==> config.mk <==
export PLATFORM = sky130hd
export DESIGN_NAME = mac_frame_header_field_parser
export DESIGN_NICKNAME = d
export VERILOG_FILES = /design/src/rtl/mfh_pkg.sv /design/src/rtl/mfh_queue.sv /design/src/rtl/mfh_front.sv /design/src/rtl/mfh_back.sv /design/src/rtl/mac_frame_header_field_parser.sv
export SDC_FILE = /design/constraint.sdc
export NUM_CORES = 1
export LEC_CHECK = 0
export BUFFER_PORTS_ARGS = -buffer_cell sky130_fd_sc_hd__buf_2
export CAP_MARGIN = 20
export CORE_MARGIN = 4
export CORE_UTILIZATION = 55
export DETAILED_ROUTE_END_ITERATION = 8
export PLACE_DENSITY_LB_ADDON = 0.2
export SLEW_MARGIN = 30
export SYNTH_ARGS = -nofsm -noshare
export SYNTH_HDL_FRONTEND = slang
export SYNTH_SLANG_ARGS = --single-unit
==> constraint.sdc <==
create_clock -name clk -period 20.4 [get_ports clk]
set_clock_uncertainty 0.15 [all_clocks]
set_input_delay 3.06 -clock clk [delete_from_list [all_inputs] [get_ports clk]]
set_output_delay 3.06 -clock clk [all_outputs]
set_load 0.1 [all_outputs]
==> src/rtl/mfh_pkg.sv <==
// ============================================================================
// mfh_pkg
// Types, codes and helpers shared by the frame header field parser modules.
// ============================================================================
package mfh_pkg;

    // default packet length cap (bytes) and queue depth
    localparam int MAX_PACKET_BYTES_DEF = 512;
    localparam int QUEUE_DEPTH_DEF      = 4;

    // byte position counter, wide enough for a packet cap up to 8191
    localparam int COUNT_W = 13;

    // configuration register indexes
    localparam logic CFG_IFRAME_MODE   = 1'b0;
    localparam logic CFG_EXPECTED_TYPE = 1'b1;

    localparam logic [7:0] EXPECTED_TYPE_RST = 8'h02;

    // frame control codes
    localparam logic [2:0] FT_ACK       = 3'd2;
    localparam logic [1:0] ADDR_MODE_16 = 2'd2;
    localparam logic [1:0] ADDR_MODE_64 = 2'd3;
    localparam logic [3:0] META_BYTES   = 4'd5;
    localparam logic [3:0] FCF_BYTES    = 4'd2;
    localparam logic [4:0] KIND_META_END = 5'd16;

    // parser phase; members carry the field kind code they emit, but PH_META bytes emit 11 to 15
    typedef enum logic [4:0] {
        PH_TYPE    = 5'd0,
        PH_LEN     = 5'd1,
        PH_FCF     = 5'd2,
        PH_SEQ     = 5'd3,
        PH_DPAN    = 5'd4,
        PH_DADDR   = 5'd5,
        PH_SPAN    = 5'd6,
        PH_SADDR   = 5'd7,
        PH_IFRAME  = 5'd8,
        PH_AM      = 5'd9,
        PH_PAYLOAD = 5'd10,
        PH_META    = 5'd11,
        PH_TS      = 5'd16
    } phase_t;

    typedef struct packed {
        logic [7:0] data_byte;
        logic       end_of_packet;
    } in_word_t;

    typedef struct packed {
        logic [4:0]  field_kind;
        logic [63:0] field_value;
        logic [2:0]  frame_type;
        logic        security_on;
        logic        frame_pending;
        logic        ack_request;
        logic        intra_pan;
        logic        type_error;
        logic        length_mismatch;
        logic        short_error;
        logic        truncated;
        logic        last;
    } out_word_t;

    // word moved from the front end to the parser through the queue
    typedef struct packed {
        logic [7:0]         data_byte;
        logic               eop;
        logic [COUNT_W-1:0] count;
    } q_word_t;

    function automatic logic [3:0] addr_len(input logic [1:0] mode);
        logic [3:0] n;
        n = 4'd0;
        if (mode == ADDR_MODE_16) n = 4'd2;
        if (mode == ADDR_MODE_64) n = 4'd8;
        return n;
    endfunction

    // byte length of an addressing-stage field
    function automatic logic [3:0] field_len(input logic [4:0] p, input logic [15:0] fcf,
                                             input logic ifm);
        logic [3:0] n;
        case (p)
            PH_DPAN:   n = (fcf[11:10] == ADDR_MODE_16 || fcf[11:10] == ADDR_MODE_64)
                           ? 4'd2 : 4'd0;
            PH_DADDR:  n = addr_len(fcf[11:10]);
            PH_SPAN:   n = fcf[6] ? 4'd0 : 4'd2;
            PH_SADDR:  n = addr_len(fcf[15:14]);
            PH_IFRAME: n = {3'd0, ifm};
            default:   n = 4'd1;
        endcase
        return n;
    endfunction

    // first phase at or after start that has bytes, stopping at the am type
    function automatic logic [4:0] enter_phase(input logic [4:0] start, input logic [15:0] fcf,
                                               input logic ifm);
        logic [4:0] p;
        p = start;
        for (int i = 0; i < 5; i++) begin
            if (p < PH_AM && field_len(p, fcf, ifm) == 4'd0) p = p + 5'd1;
        end
        return p;
    endfunction

endpackage

==> src/rtl/mfh_queue.sv <==
// ============================================================================
// mfh_queue
// Small register queue between the front end and the field parser.
// ============================================================================
module mfh_queue #(
    parameter int WIDTH = 8,
    parameter int DEPTH = 4
) (
    input  logic             clk,
    input  logic             rst_n,
    input  logic             push,
    input  logic [WIDTH-1:0] push_data,
    output logic             full,
    input  logic             pop,
    output logic [WIDTH-1:0] pop_data,
    output logic             not_empty
);
    localparam int PW = (DEPTH > 1) ? $clog2(DEPTH) : 1;
    localparam int CW = $clog2(DEPTH + 1);

    logic [WIDTH-1:0] mem_reg [DEPTH];
    logic [PW-1:0]    wr_ptr_reg, wr_ptr_next;
    logic [PW-1:0]    rd_ptr_reg, rd_ptr_next;
    logic [CW-1:0]    cnt_reg, cnt_next;

    assign full      = (cnt_reg == CW'(DEPTH));
    assign not_empty = (cnt_reg != '0);
    assign pop_data  = mem_reg[rd_ptr_reg];

    always_comb
    begin
        wr_ptr_next = wr_ptr_reg;
        rd_ptr_next = rd_ptr_reg;
        cnt_next    = cnt_reg;
        if (push)
        begin
            wr_ptr_next = (wr_ptr_reg == PW'(DEPTH - 1)) ? '0 : wr_ptr_reg + PW'(1);
        end
        if (pop)
        begin
            rd_ptr_next = (rd_ptr_reg == PW'(DEPTH - 1)) ? '0 : rd_ptr_reg + PW'(1);
        end
        if (push && !pop)
        begin
            cnt_next = cnt_reg + CW'(1);
        end
        else if (pop && !push)
        begin
            cnt_next = cnt_reg - CW'(1);
        end
    end

    always_ff @(posedge clk or negedge rst_n)
    begin
        if (!rst_n)
        begin
            wr_ptr_reg <= '0;
            rd_ptr_reg <= '0;
            cnt_reg    <= '0;
        end
        else
        begin
            wr_ptr_reg <= wr_ptr_next;
            rd_ptr_reg <= rd_ptr_next;
            cnt_reg    <= cnt_next;
        end
    end

    always_ff @(posedge clk)
    begin
        if (push)
        begin
            mem_reg[wr_ptr_reg] <= push_data;
        end
    end

endmodule

==> src/rtl/mfh_front.sv <==
// ============================================================================
// mfh_front
// Input side: takes bytes and tags each with its position in the packet.
// ============================================================================
module mfh_front #(
    parameter int MAX_PACKET_BYTES = 512
) (
    input  logic              clk,
    input  logic              rst_n,
    input  logic              in_valid,
    output logic              in_ready,
    input  mfh_pkg::in_word_t in_data,
    input  logic              q_full,
    output logic              q_push,
    output mfh_pkg::q_word_t  q_data
);
    import mfh_pkg::*;

    logic [COUNT_W-1:0] count_reg, count_next;
    logic [COUNT_W-1:0] pos;

    assign in_ready = !q_full;
    assign q_push   = in_valid && !q_full;

    // position saturates at the packet cap
    assign pos = (count_reg < COUNT_W'(MAX_PACKET_BYTES)) ? count_reg + COUNT_W'(1)
                                                           : count_reg;

    assign q_data.data_byte = in_data.data_byte;
    assign q_data.eop       = in_data.end_of_packet;
    assign q_data.count     = pos;

    always_comb
    begin
        count_next = count_reg;
        if (q_push)
        begin
            count_next = in_data.end_of_packet ? '0 : pos;
        end
    end

    always_ff @(posedge clk or negedge rst_n)
    begin
        if (!rst_n)
        begin
            count_reg <= '0;
        end
        else
        begin
            count_reg <= count_next;
        end
    end

endmodule

==> src/rtl/mfh_back.sv <==
// ============================================================================
// mfh_back
// Field parser: walks the header phases one word per cycle into a result reg; stalls on out_ready.
// ============================================================================
module mfh_back #(
    parameter int MAX_PACKET_BYTES = 512
) (
    input  logic               clk,
    input  logic               rst_n,
    input  logic               cfg_we,
    input  logic               cfg_index,
    input  logic [7:0]         cfg_data,
    input  logic               q_valid,
    input  mfh_pkg::q_word_t   q_data,
    output logic               q_pop,
    output logic               out_valid,
    input  logic               out_ready,
    output mfh_pkg::out_word_t out_data
);
    import mfh_pkg::*;

    logic        iframe_mode_reg;
    logic [7:0]  exp_type_reg;

    phase_t      phase_reg, phase_next;
    logic [3:0]  left_reg, left_next;
    logic [63:0] acc_reg, acc_next;
    logic [15:0] fcf_reg, fcf_next;
    logic [7:0]  dlen_reg, dlen_next;
    logic        te_reg, te_next;
    logic        ss_reg, ss_next;

    logic               out_valid_reg;
    out_word_t          out_data_reg;

    logic [7:0]         b;
    logic [COUNT_W-1:0] c;
    logic [COUNT_W-1:0] dlen_ext;
    logic [3:0]         left_dec;
    logic [3:0]         meta_left;
    logic [4:0]         ent;
    logic               done;
    logic [4:0]         kind;
    logic [63:0]        value;
    out_word_t          res;

    assign b         = q_data.data_byte;
    assign c         = q_data.count;
    assign dlen_ext  = COUNT_W'(dlen_reg);
    assign left_dec  = (left_reg != 4'd0) ? left_reg - 4'd1 : 4'd0;
    assign meta_left = (left_reg == 4'd0 || left_reg > META_BYTES) ? META_BYTES : left_reg;

    assign q_pop     = q_valid && (!out_valid_reg || out_ready);
    assign out_valid = out_valid_reg;
    assign out_data  = out_data_reg;

    // entry point of the next addressing stage
    always_comb
    begin
        case (phase_reg)
            PH_SEQ:    ent = enter_phase(PH_DPAN, fcf_reg, iframe_mode_reg);
            PH_IFRAME: ent = enter_phase(PH_AM, fcf_reg, iframe_mode_reg);
            default:   ent = enter_phase(phase_reg + 5'd1, fcf_reg, iframe_mode_reg);
        endcase
    end

    // next state
    always_comb
    begin
        phase_next = phase_reg;
        left_next  = left_reg;
        acc_next   = acc_reg;
        fcf_next   = fcf_reg;
        dlen_next  = dlen_reg;
        te_next    = te_reg;
        ss_next    = ss_reg;
        case (phase_reg)
            PH_TYPE:
            begin
                te_next    = (b != exp_type_reg);
                phase_next = PH_LEN;
            end
            PH_LEN:
            begin
                dlen_next  = b;
                phase_next = PH_FCF;
                left_next  = FCF_BYTES;
                acc_next   = '0;
            end
            PH_FCF:
            begin
                acc_next  = (left_reg >= FCF_BYTES) ? {56'd0, b} : (acc_reg | {48'd0, b, 8'd0});
                left_next = left_dec;
                if (left_dec == 4'd0)
                begin
                    fcf_next   = acc_next[15:0];
                    phase_next = PH_SEQ;
                end
            end
            PH_SEQ:
            begin
                if (fcf_reg[2:0] == FT_ACK)
                begin
                    phase_next = PH_META;
                    left_next  = META_BYTES;
                end
                else
                begin
                    phase_next = phase_t'(ent);
                    left_next  = field_len(ent, fcf_reg, iframe_mode_reg);
                    acc_next   = '0;
                end
            end
            PH_DPAN, PH_DADDR, PH_SPAN, PH_SADDR:
            begin
                acc_next  = {acc_reg[55:0], b};
                left_next = left_dec;
                if (left_dec == 4'd0)
                begin
                    phase_next = phase_t'(ent);
                    left_next  = field_len(ent, fcf_reg, iframe_mode_reg);
                    acc_next   = '0;
                end
            end
            PH_IFRAME:
            begin
                phase_next = phase_t'(ent);
                left_next  = field_len(ent, fcf_reg, iframe_mode_reg);
                acc_next   = '0;
            end
            PH_AM:
            begin
                if (c >= dlen_ext)
                begin
                    ss_next    = 1'b1;
                    phase_next = PH_META;
                    left_next  = META_BYTES;
                end
                else
                begin
                    phase_next = PH_PAYLOAD;
                end
            end
            PH_PAYLOAD:
            begin
                if (c >= dlen_ext + COUNT_W'(2) || c == COUNT_W'(MAX_PACKET_BYTES))
                begin
                    phase_next = PH_META;
                    left_next  = META_BYTES;
                end
            end
            PH_META:
            begin
                left_next = meta_left - 4'd1;
                if (meta_left == 4'd1)
                begin
                    phase_next = PH_TS;
                end
            end
            default:
            begin
                phase_next = PH_TS;
            end
        endcase
    end

    // result of the current word
    always_comb
    begin
        done  = 1'b1;
        kind  = phase_reg;
        value = {56'd0, b};
        case (phase_reg)
            PH_FCF:
            begin
                done  = (left_dec == 4'd0);
                value = acc_next;
            end
            PH_DPAN, PH_DADDR, PH_SPAN, PH_SADDR:
            begin
                done  = (left_dec == 4'd0);
                value = {acc_reg[55:0], b};
            end
            PH_META:
            begin
                kind = KIND_META_END - {1'b0, meta_left};
            end
            default:
            begin
                kind = phase_reg;
            end
        endcase
        res.field_kind      = kind;
        res.field_value     = value;
        res.frame_type      = fcf_next[2:0];
        res.security_on     = fcf_next[3];
        res.frame_pending   = fcf_next[4];
        res.ack_request     = fcf_next[5];
        res.intra_pan       = fcf_next[6];
        res.type_error      = te_next;
        res.length_mismatch = q_data.eop && (COUNT_W'(dlen_next) != c);
        res.short_error     = ss_next;
        res.truncated       = q_data.eop && !done;
        res.last            = q_data.eop;
    end

    always_ff @(posedge clk or negedge rst_n)
    begin
        if (!rst_n)
        begin
            iframe_mode_reg <= 1'b0;
            exp_type_reg    <= EXPECTED_TYPE_RST;
        end
        else if (cfg_we)
        begin
            case (cfg_index)
                CFG_IFRAME_MODE:   iframe_mode_reg <= cfg_data[0];
                CFG_EXPECTED_TYPE: exp_type_reg    <= cfg_data;
                default:           iframe_mode_reg <= iframe_mode_reg;
            endcase
        end
    end

    always_ff @(posedge clk or negedge rst_n)
    begin
        if (!rst_n)
        begin
            phase_reg <= PH_TYPE;
            left_reg  <= '0;
            acc_reg   <= '0;
            fcf_reg   <= '0;
            dlen_reg  <= '0;
            te_reg    <= 1'b0;
            ss_reg    <= 1'b0;
        end
        else if (q_pop)
        begin
            if (q_data.eop)
            begin
                phase_reg <= PH_TYPE;
                left_reg  <= '0;
                acc_reg   <= '0;
                fcf_reg   <= '0;
                dlen_reg  <= '0;
                te_reg    <= 1'b0;
                ss_reg    <= 1'b0;
            end
            else
            begin
                phase_reg <= phase_next;
                left_reg  <= left_next;
                acc_reg   <= acc_next;
                fcf_reg   <= fcf_next;
                dlen_reg  <= dlen_next;
                te_reg    <= te_next;
                ss_reg    <= ss_next;
            end
        end
    end

    always_ff @(posedge clk or negedge rst_n)
    begin
        if (!rst_n)
        begin
            out_valid_reg <= 1'b0;
        end
        else if (q_pop && (done || q_data.eop))
        begin
            out_valid_reg <= 1'b1;
        end
        else if (out_ready)
        begin
            out_valid_reg <= 1'b0;
        end
    end

    always_ff @(posedge clk)
    begin
        if (q_pop && (done || q_data.eop))
        begin
            out_data_reg <= res;
        end
    end

endmodule

==> src/rtl/mac_frame_header_field_parser.sv <==
// ============================================================================
// mac_frame_header_field_parser
// Byte-serial parser for the header fields of a wrapped radio frame.
// ============================================================================
//  channel   direction  handshake              word
//  in        input      in_valid / in_ready    in_data (byte, end of packet)
//  out       output     out_valid / out_ready  out_data (one parsed field)
//  cfg       input      cfg_we                 cfg_index, cfg_data
//
//  one byte per cycle sustained while out_ready does not stall; a byte that is
//  taken is written to the queue, then to the result register by the parser stage
//  the parser handles one queued byte per cycle and stalls only on out_ready
//  in_ready drops only when the queue (QUEUE_DEPTH words) is full
//  reset clears the queue and the packet state and resets the config registers
// ============================================================================
module mac_frame_header_field_parser #(
    parameter int MAX_PACKET_BYTES = mfh_pkg::MAX_PACKET_BYTES_DEF,
    parameter int QUEUE_DEPTH      = mfh_pkg::QUEUE_DEPTH_DEF
) (
    input  logic               clk,
    input  logic               rst_n,
    input  logic               cfg_we,
    input  logic               cfg_index,
    input  logic [7:0]         cfg_data,
    input  logic               in_valid,
    output logic               in_ready,
    input  mfh_pkg::in_word_t  in_data,
    output logic               out_valid,
    input  logic               out_ready,
    output mfh_pkg::out_word_t out_data
);
    import mfh_pkg::*;

    logic    q_push;
    logic    q_full;
    logic    q_pop;
    logic    q_valid;
    q_word_t q_in;
    q_word_t q_out;

    mfh_front #(
        .MAX_PACKET_BYTES(MAX_PACKET_BYTES)
    ) u_front (
        .clk     (clk),
        .rst_n   (rst_n),
        .in_valid(in_valid),
        .in_ready(in_ready),
        .in_data (in_data),
        .q_full  (q_full),
        .q_push  (q_push),
        .q_data  (q_in)
    );

    mfh_queue #(
        .WIDTH($bits(q_word_t)),
        .DEPTH(QUEUE_DEPTH)
    ) u_queue (
        .clk      (clk),
        .rst_n    (rst_n),
        .push     (q_push),
        .push_data(q_in),
        .full     (q_full),
        .pop      (q_pop),
        .pop_data (q_out),
        .not_empty(q_valid)
    );

    mfh_back #(
        .MAX_PACKET_BYTES(MAX_PACKET_BYTES)
    ) u_back (
        .clk      (clk),
        .rst_n    (rst_n),
        .cfg_we   (cfg_we),
        .cfg_index(cfg_index),
        .cfg_data (cfg_data),
        .q_valid  (q_valid),
        .q_data   (q_out),
        .q_pop    (q_pop),
        .out_valid(out_valid),
        .out_ready(out_ready),
        .out_data (out_data)
    );

endmodule

==> results of run 1 <==
cell families after synthesis:
family	synth area share, %
compound gates	17.9
other cells	0.0261
xor+xnor	3.17
fa+ha+maj	4.94
simple gates	9.51
mux	4.63
flops	57.0
buf+inv	2.83
stage by stage:
| stage | cells | hold slack, ns | area, sq um |
|---|---|---|---|
| detailed placement | 1535 | 0.340 | 15200 |
| floorplan | 1145 | 0.314 | 14300 |
| global placement | 1534 | 0.334 | 15200 |
| CTS | 1591 | 0.354 | 16300 |
| global route | 1591 | 0.379 | 16300 |
| finish | 1591 | 0.355 | 16300 |
metal layers:
metal,part of all wire (%),up-vias
met5,0,-
met4,1.9,0
met3,6.1,46
met2,47,340
met1,45,4896
li1,-,4573
synth_stat cells (all sizes together), types with 9 or more instances:
cell and number:
nand2 97, a21oi 37, and3 14, inv 43
mux2i 9, nand3 20, ha 55, edfxtp 169
nor2 50, xnor2 29, xor2 19, nor3 17
buf 15, o21ai 61, dfrtp 123, nor4 12
clkbuf 44, mux4 19, mux2 13, a22o 146
or3 9, and2 12
how the worst max path moves through the flow:
stage	from	end	slack, ns	cells past startpoint
6_report	u_back.phase_reg[0]	u_back.left_reg[3]	9.87	44
5_1_grt	u_back.phase_reg[0]	u_back.left_reg[3]	8.91	42
4_1_cts	u_back.phase_reg[0]	u_back.left_reg[3]	9.95	44
2_1_floorplan	u_back.phase_reg[0]	u_back.left_reg[1]	11.20	47
3_3_place_gp	u_back.phase_reg[0]	u_back.left_reg[1]	10.28	44
3_5_place_dp	u_back.phase_reg[0]	u_back.left_reg[3]	9.99	44
layout make-up:
cell class / instances / area share, %
Clock buffer: 40 / 5.14
Clock inverter: 16 / 1.38
Inverter: 45 / 1.04
Multi-Input combinational cell: 748 / 35.7
Sequential cell: 293 / 50.2
Tap cell: 330 / 2.53
Timing Repair Buffer: 119 / 4.03
worst max-delay path: cells and delay by family, from the launching register on:
kind / cells / cell delay, ns
and+or+nand+nor: 18 / 3.77
AOI/OAI and AO/OA: 11 / 2.44
adders and majority gates: 5 / 1.44
xor gates and xnor gates: 4 / 1.09
DFF: 1 / 0.67
buffers and inverters: 5 / 0.50
muxes: 1 / 0.35
where the power goes:
group | switching (mW) | internal [mW] | total [mW] | leakage (nW)
clock | 0.224 | 0.352 | 0.576 | 0.514
sequential | 0.0662 | 0.783 | 0.849 | 3.37
combinational | 1.01 | 0.326 | 1.33 | 2.93
==> reports/metrics.yaml, run 1 <==
final_layout:
  drive_above_1_share_pct: 19.0
  final-seq-area_sq_mm: 0.00818
  largest_reg_flops: 88
  layout_common_cells: "edfxtp_1, a22o_1, dfrtp_1, buf_2, nand2_1"
  fin_util_pct: 64.2
  multi_input_area_sq_mm: 0.00582
  nFillCells: 1910
  fin_nets: 1316
  area_growth_syn_to_layout_pct: 13.6
  layout_commonest_cell: "edfxtp_1"
  diodes: 0
clocking:
  cts_inserted_buffers: 30
  cts_tree: "built"
  cts_root_buffer: "clkbuf_16"
  clkLatencyLatePin_ns: 0.55
  clk_path_buf_depth: 3
  cts_max_level: 1
  cts_sinks: 293
  postCtsSetupBuffers: 0
  path_clk_slew_ns: 0.07
  post_cts_resized: 0
  holdBufCountCts: 0
min_path:
  min_to: "u_back.acc_reg[56]"
  hp-start: "u_back.acc_reg[56]"
  hold_class: "register to register"
  min_path_cells: 1
place:
  place.gp.congestion: 0.936
  dpl.hpwl_mm: 22.5
  post-place-ws_ns: 9.99
  portBuffers: 105
global_routing:
  grt_use_met1_pct: 35.2
  antenna_found_initial: 0
  grt_pass1_vias: 9436
  use_met3_pct: 2.75
  overflow: 0
  grt_max_degree: 74
  met2_usage_pct: 35.7
  gr-max-usage-layer: "met2"
  grt_pass1_wl_mm: 53.1
  grt_use_total_pct: 22.9
timing:
  finalCritPeriodShare_pct: 51.6
  rsz0062_at_grt: "false"
  setup_tns_ns: 0
  maxSlewHeadroom_pct: 40.7
  setup_viol: 0
  slew_viol_final: 0
  fmax_ghz: 0.0950
  worstMarginPinSlew_ns: 0.886
  setup_slack_ns: 9.87
  hold_violations: 0
  fin_crit_ns: 10.53
yosys:
  yosys_warnings: 0
  ys_async_sr_fraction_pct: 42.3
  yosysSeqAreaShare_pct: 57.0
  synth_top_area_share_pct: 35.4
  synth.distinct_cells: 92
  syn_area_per_cell_sq_um: 12.5
  synth_nets: 1224
  synthTopCellsByArea: "edfxtp_1, dfrtp_1, a22o_1, ha_1, mux4_2"
  synth_area_sq_mm: 0.0143
  syn_inst: 1145
  ys_ff_latch: 293
  synth_edf_count: 169
  synth_flop_cell: "edfxtp_1"
  synth_top_area_cell: "edfxtp_1"
detailed_routing:
  firstDrtPassIters: 5
  viasPerCell: 6.19
  ant_nets: 0
  vias: 9855
  drtIter0Drc: 938
  drc: 0
  finalWirelength_mm: 33.1
  wl_per_cell_um: 20.8
setup_path:
  rr_endpoint: "u_back.left_reg[3]"
  r2r_cells: 44
  max_stage_delay_ns: 0.67
  crit_type: "register to register"
  cp.arrival_ns: 10.84
  startpoint_type: "register"
  cp.required_ns: 20.71
  regToRegSetupSlack_ns: 9.87
  cp_max_fo: 14
  endpoint_kind: "register"
  crit-reg2reg-launch: "u_back.phase_reg[0]"
  crit_top_cell: "ha_1"
  cp_slowest_cell: "dfrtp_1"
pwr:
  powerDensity_mw_per_mm2: 169
  ir_drop_uv: 137
  total_power_mw: 2.76
  total_leakage_power_nw: 6.81
floorplan:
  rows: 58
  io_pins: 106
  core_sq_mm: 0.0254
  die_area_sq_mm: 0.0287
  die_w_um: 170
  initial_utilization_pct: 56.5
  fp.dieH_um: 170
flow_run:
  cap_violations: 0
outcome:
  status: "finished clean"
No activity file was read; power rests on OpenSTA's default activity.
==> inputs of run 2 (changes only) <==
Clock period 20.4 ns to 10.1 ns, I/O delays scaled along.
==> run 2 against run 1 <==
Sequential power is 100% higher. Worst setup slack got worse by 9.3 ns. Combinational power increased by 110%. Hold slack lost 0.012 ns. Core utilization rose by 0.24 points. Sequential cell count did not move.
==> reports/metrics.yaml, run 2 (same netlist as run 1, synthesis figures left out) <==
final_layout:
  layout_common_cells: "edfxtp_1, a22o_1, dfrtp_1, buf_2, nand2_1"  # unchanged
  diodes: 0  # unchanged
  instances_no_fill: 1600  # was 1,591
  fin_nets: 1325  # was 1,316
  area_growth_syn_to_layout_pct: 14.0  # was 13.6%
  layout_commonest_cell: "edfxtp_1"  # unchanged
  final_area_sq_mm: 0.0164  # was 0.0163 sq mm
  drive_above_1_share_pct: 20.8  # was 19.0%
  largest_reg_flops: 88  # unchanged
min_path:
  min_path_cells: 1  # unchanged
  hold_class: "register to register"  # unchanged
  min_to: "u_queue.cnt_reg[2]"  # was u_back.acc_reg[56]
  hp-start: "u_queue.cnt_reg[2]"  # was u_back.acc_reg[56]
setup_path:
  crit_buf_inv: 7  # was 5
  crit_start: "u_back.phase_reg[0]"  # unchanged
  crit_type: "register to register"  # unchanged
  endpoint_kind: "register"  # unchanged
  cp_max_fo: 11  # was 14
  rr_endpoint: "u_back.left_reg[3]"  # unchanged
  regToRegSetupSlack_ns: 0.60  # was 9.87 ns
  crit_family: "simple AND/OR/NAND/NOR gates"  # unchanged
  startpoint_type: "register"  # unchanged
  crit-reg2reg-launch: "u_back.phase_reg[0]"  # unchanged
  max_stage_delay_ns: 0.42  # was 0.67 ns
  r2r_cells: 46  # was 44
  cp.arrival_ns: 9.82  # was 10.84 ns
  cp.required_ns: 10.42  # was 20.71 ns
  cp_slowest_cell: "dfrtp_1"  # unchanged
timing:
  fin_crit_ns: 9.50  # was 10.53 ns
  finalCritPeriodShare_pct: 94.1  # was 51.6%
  setup_slack_ns: 0.596  # was 9.87 ns
  worst_hold_slack_ns: 0.343  # was 0.355 ns
  worstMarginPinSlew_ns: 0.923  # was 0.886 ns
  setup_viol: 0  # unchanged
  hold_violations: 0  # unchanged
  fmax_ghz: 0.105  # was 0.0950 GHz
  maxSlewHeadroom_pct: 38.2  # was 40.7%
  slew_viol_final: 0  # unchanged
global_routing:
  grt_pass1_vias: 9858  # was 9,436
  met2_usage_pct: 36.6  # was 35.7%
  gr-max-usage-layer: "met2"  # unchanged
  grt_use_total_pct: 23.4  # was 22.9%
  grt_max_degree: 83  # was 74
  use_met3_pct: 3.56  # was 2.75%
  antenna_found_initial: 0  # unchanged
  grt_use_met1_pct: 34.6  # was 35.2%
  overflow: 0  # unchanged
  grt_pass1_wl_mm: 54.1  # was 53.1 mm
detailed_routing:
  drtIter0Drc: 1171  # was 938
  wl_per_cell_um: 21.1  # was 20.8 um
  firstDrtPassIters: 5  # unchanged
  drc: 0  # unchanged
  viasPerCell: 6.26  # was 6.19
  ant_nets: 0  # unchanged
  vias: 10023  # was 9,855
  finalWirelength_mm: 33.7  # was 33.1 mm
pwr:
  pwr-share-clk_pct: 19.5  # was 20.9%
  ir_drop_uv: 320  # was 137 uV
  switching_power_mw: 2.65  # was 1.30 mW
  p_sw_share_pct: 47.9  # was 47.0%
  total_leakage_power_nw: 6.83  # was 6.81 nW
  combPwrFrac_pct: 49.4  # was 48.3%
  intPower_mw: 2.88  # was 1.46 mW
  powerDensity_mw_per_mm2: 338  # was 169 mW/mm^2
  total_power_mw: 5.53  # was 2.76 mW
  pwr-share-seq_pct: 31.1  # was 30.8%
place:
  placedCellCount: 1541  # was 1,535
  post-place-ws_ns: -0.0811  # was 9.99 ns
  placed_area_sq_mm: 0.0152  # about the same
  dpl.hpwl_mm: 22.9  # was 22.5 mm
  place.gp.congestion: 0.939  # was 0.936
  portBuffers: 105  # unchanged
floorplan:
  fp.dieH_um: 170  # unchanged
  core_sq_mm: 0.0254  # unchanged
  die_w_um: 170  # unchanged
  io_pins: 106  # unchanged
  initial_utilization_pct: 56.5  # unchanged
  rows: 58  # unchanged
  die_area_sq_mm: 0.0287  # unchanged
clocking:
  cts_root_buffer: "clkbuf_16"  # unchanged
  cts_sinks: 293  # unchanged
  clkLatencyLatePin_ns: 0.56  # was 0.55 ns
  cts_tree: "built"  # unchanged
  cts_inserted_buffers: 30  # unchanged
  clk_path_buf_depth: 3  # unchanged
  cts_max_level: 1  # unchanged
  path_clk_slew_ns: 0.07  # about the same
outcome:
  status: "finished clean"  # unchanged
flow_run:
  cap_violations: 0  # unchanged
## run 2: cell count changes in the layout (fill, tap and decap cells not counted), moves of 3 or more
| cell | delta |
|---|---|
| buf_4 | +8 |
| bufinv_16 | -5 |
| clkbuf_1 | +4 |
| clkinv_1 | -4 |
| ha_1 | -3 |
| ha_2 | +3 |
## run 2: worst max-delay path by stage
stage	slack [ns]	cells after the start	end
6_report	0.60	46	u_back.left_reg[3]
5_1_grt	-0.09	46	u_back.left_reg[3]
4_1_cts	0.02	47	u_back.left_reg[3]
3_5_place_dp	-0.08	47	u_back.left_reg[3]
3_3_place_gp	0.38	46	u_back.left_reg[1]
2_1_floorplan	0.90	47	u_back.left_reg[1]
## run 2: power groups by stage
stage / Combinational [mW] / Sequential, mW / Clock (mW)
final: 2.73 / 1.72 / 1.08
after global routing: 2.93 / 1.75 / 1.15
after CTS: 2.69 / 1.72 / 1.09
after detailed placement: 2.68 / 1.74 / 0
after global placement: 2.65 / 1.74 / 0
after floorplan: 1.20 / 2.67 / 0
## run 2: what timing repair did
action | CTS | global route
hold buffers | 0 | 0
setup endpoints to repair | 2 | 7
pin swaps | 0 | 3
gates resized for setup | 1 | 22
setup buffers | 0 | 3
## run 2: per-layer routing
| metal | vias up | part of all wire, % |
|---|---|---|
| met3 | 71 | 6.8 |
| met4 | 0 | 2.6 |
| li1 | 4591 | - |
| met1 | 4981 | 44 |
| met2 | 380 | 47 |
| met5 | - | 0 |
## run 2: metrics by stage
step | util, % | TNS [ns]
floorplan | - | 0
global placement | 60.0 | 0
detailed placement | 60.0 | -0.121
CTS | 63.9 | 0
global route | 64.4 | -0.143
finish | 64.4 | 0
## run 2: cell type report
class | count | area, sq um
clock buffer | 46 | 903
clock inverter | 10 | 81.3
fill | 1886 | 9040
inverter | 45 | 169
multi-input combinational | 748 | 5900
sequential | 293 | 8180
tap | 330 | 413
timing repair buffer | 128 | 712
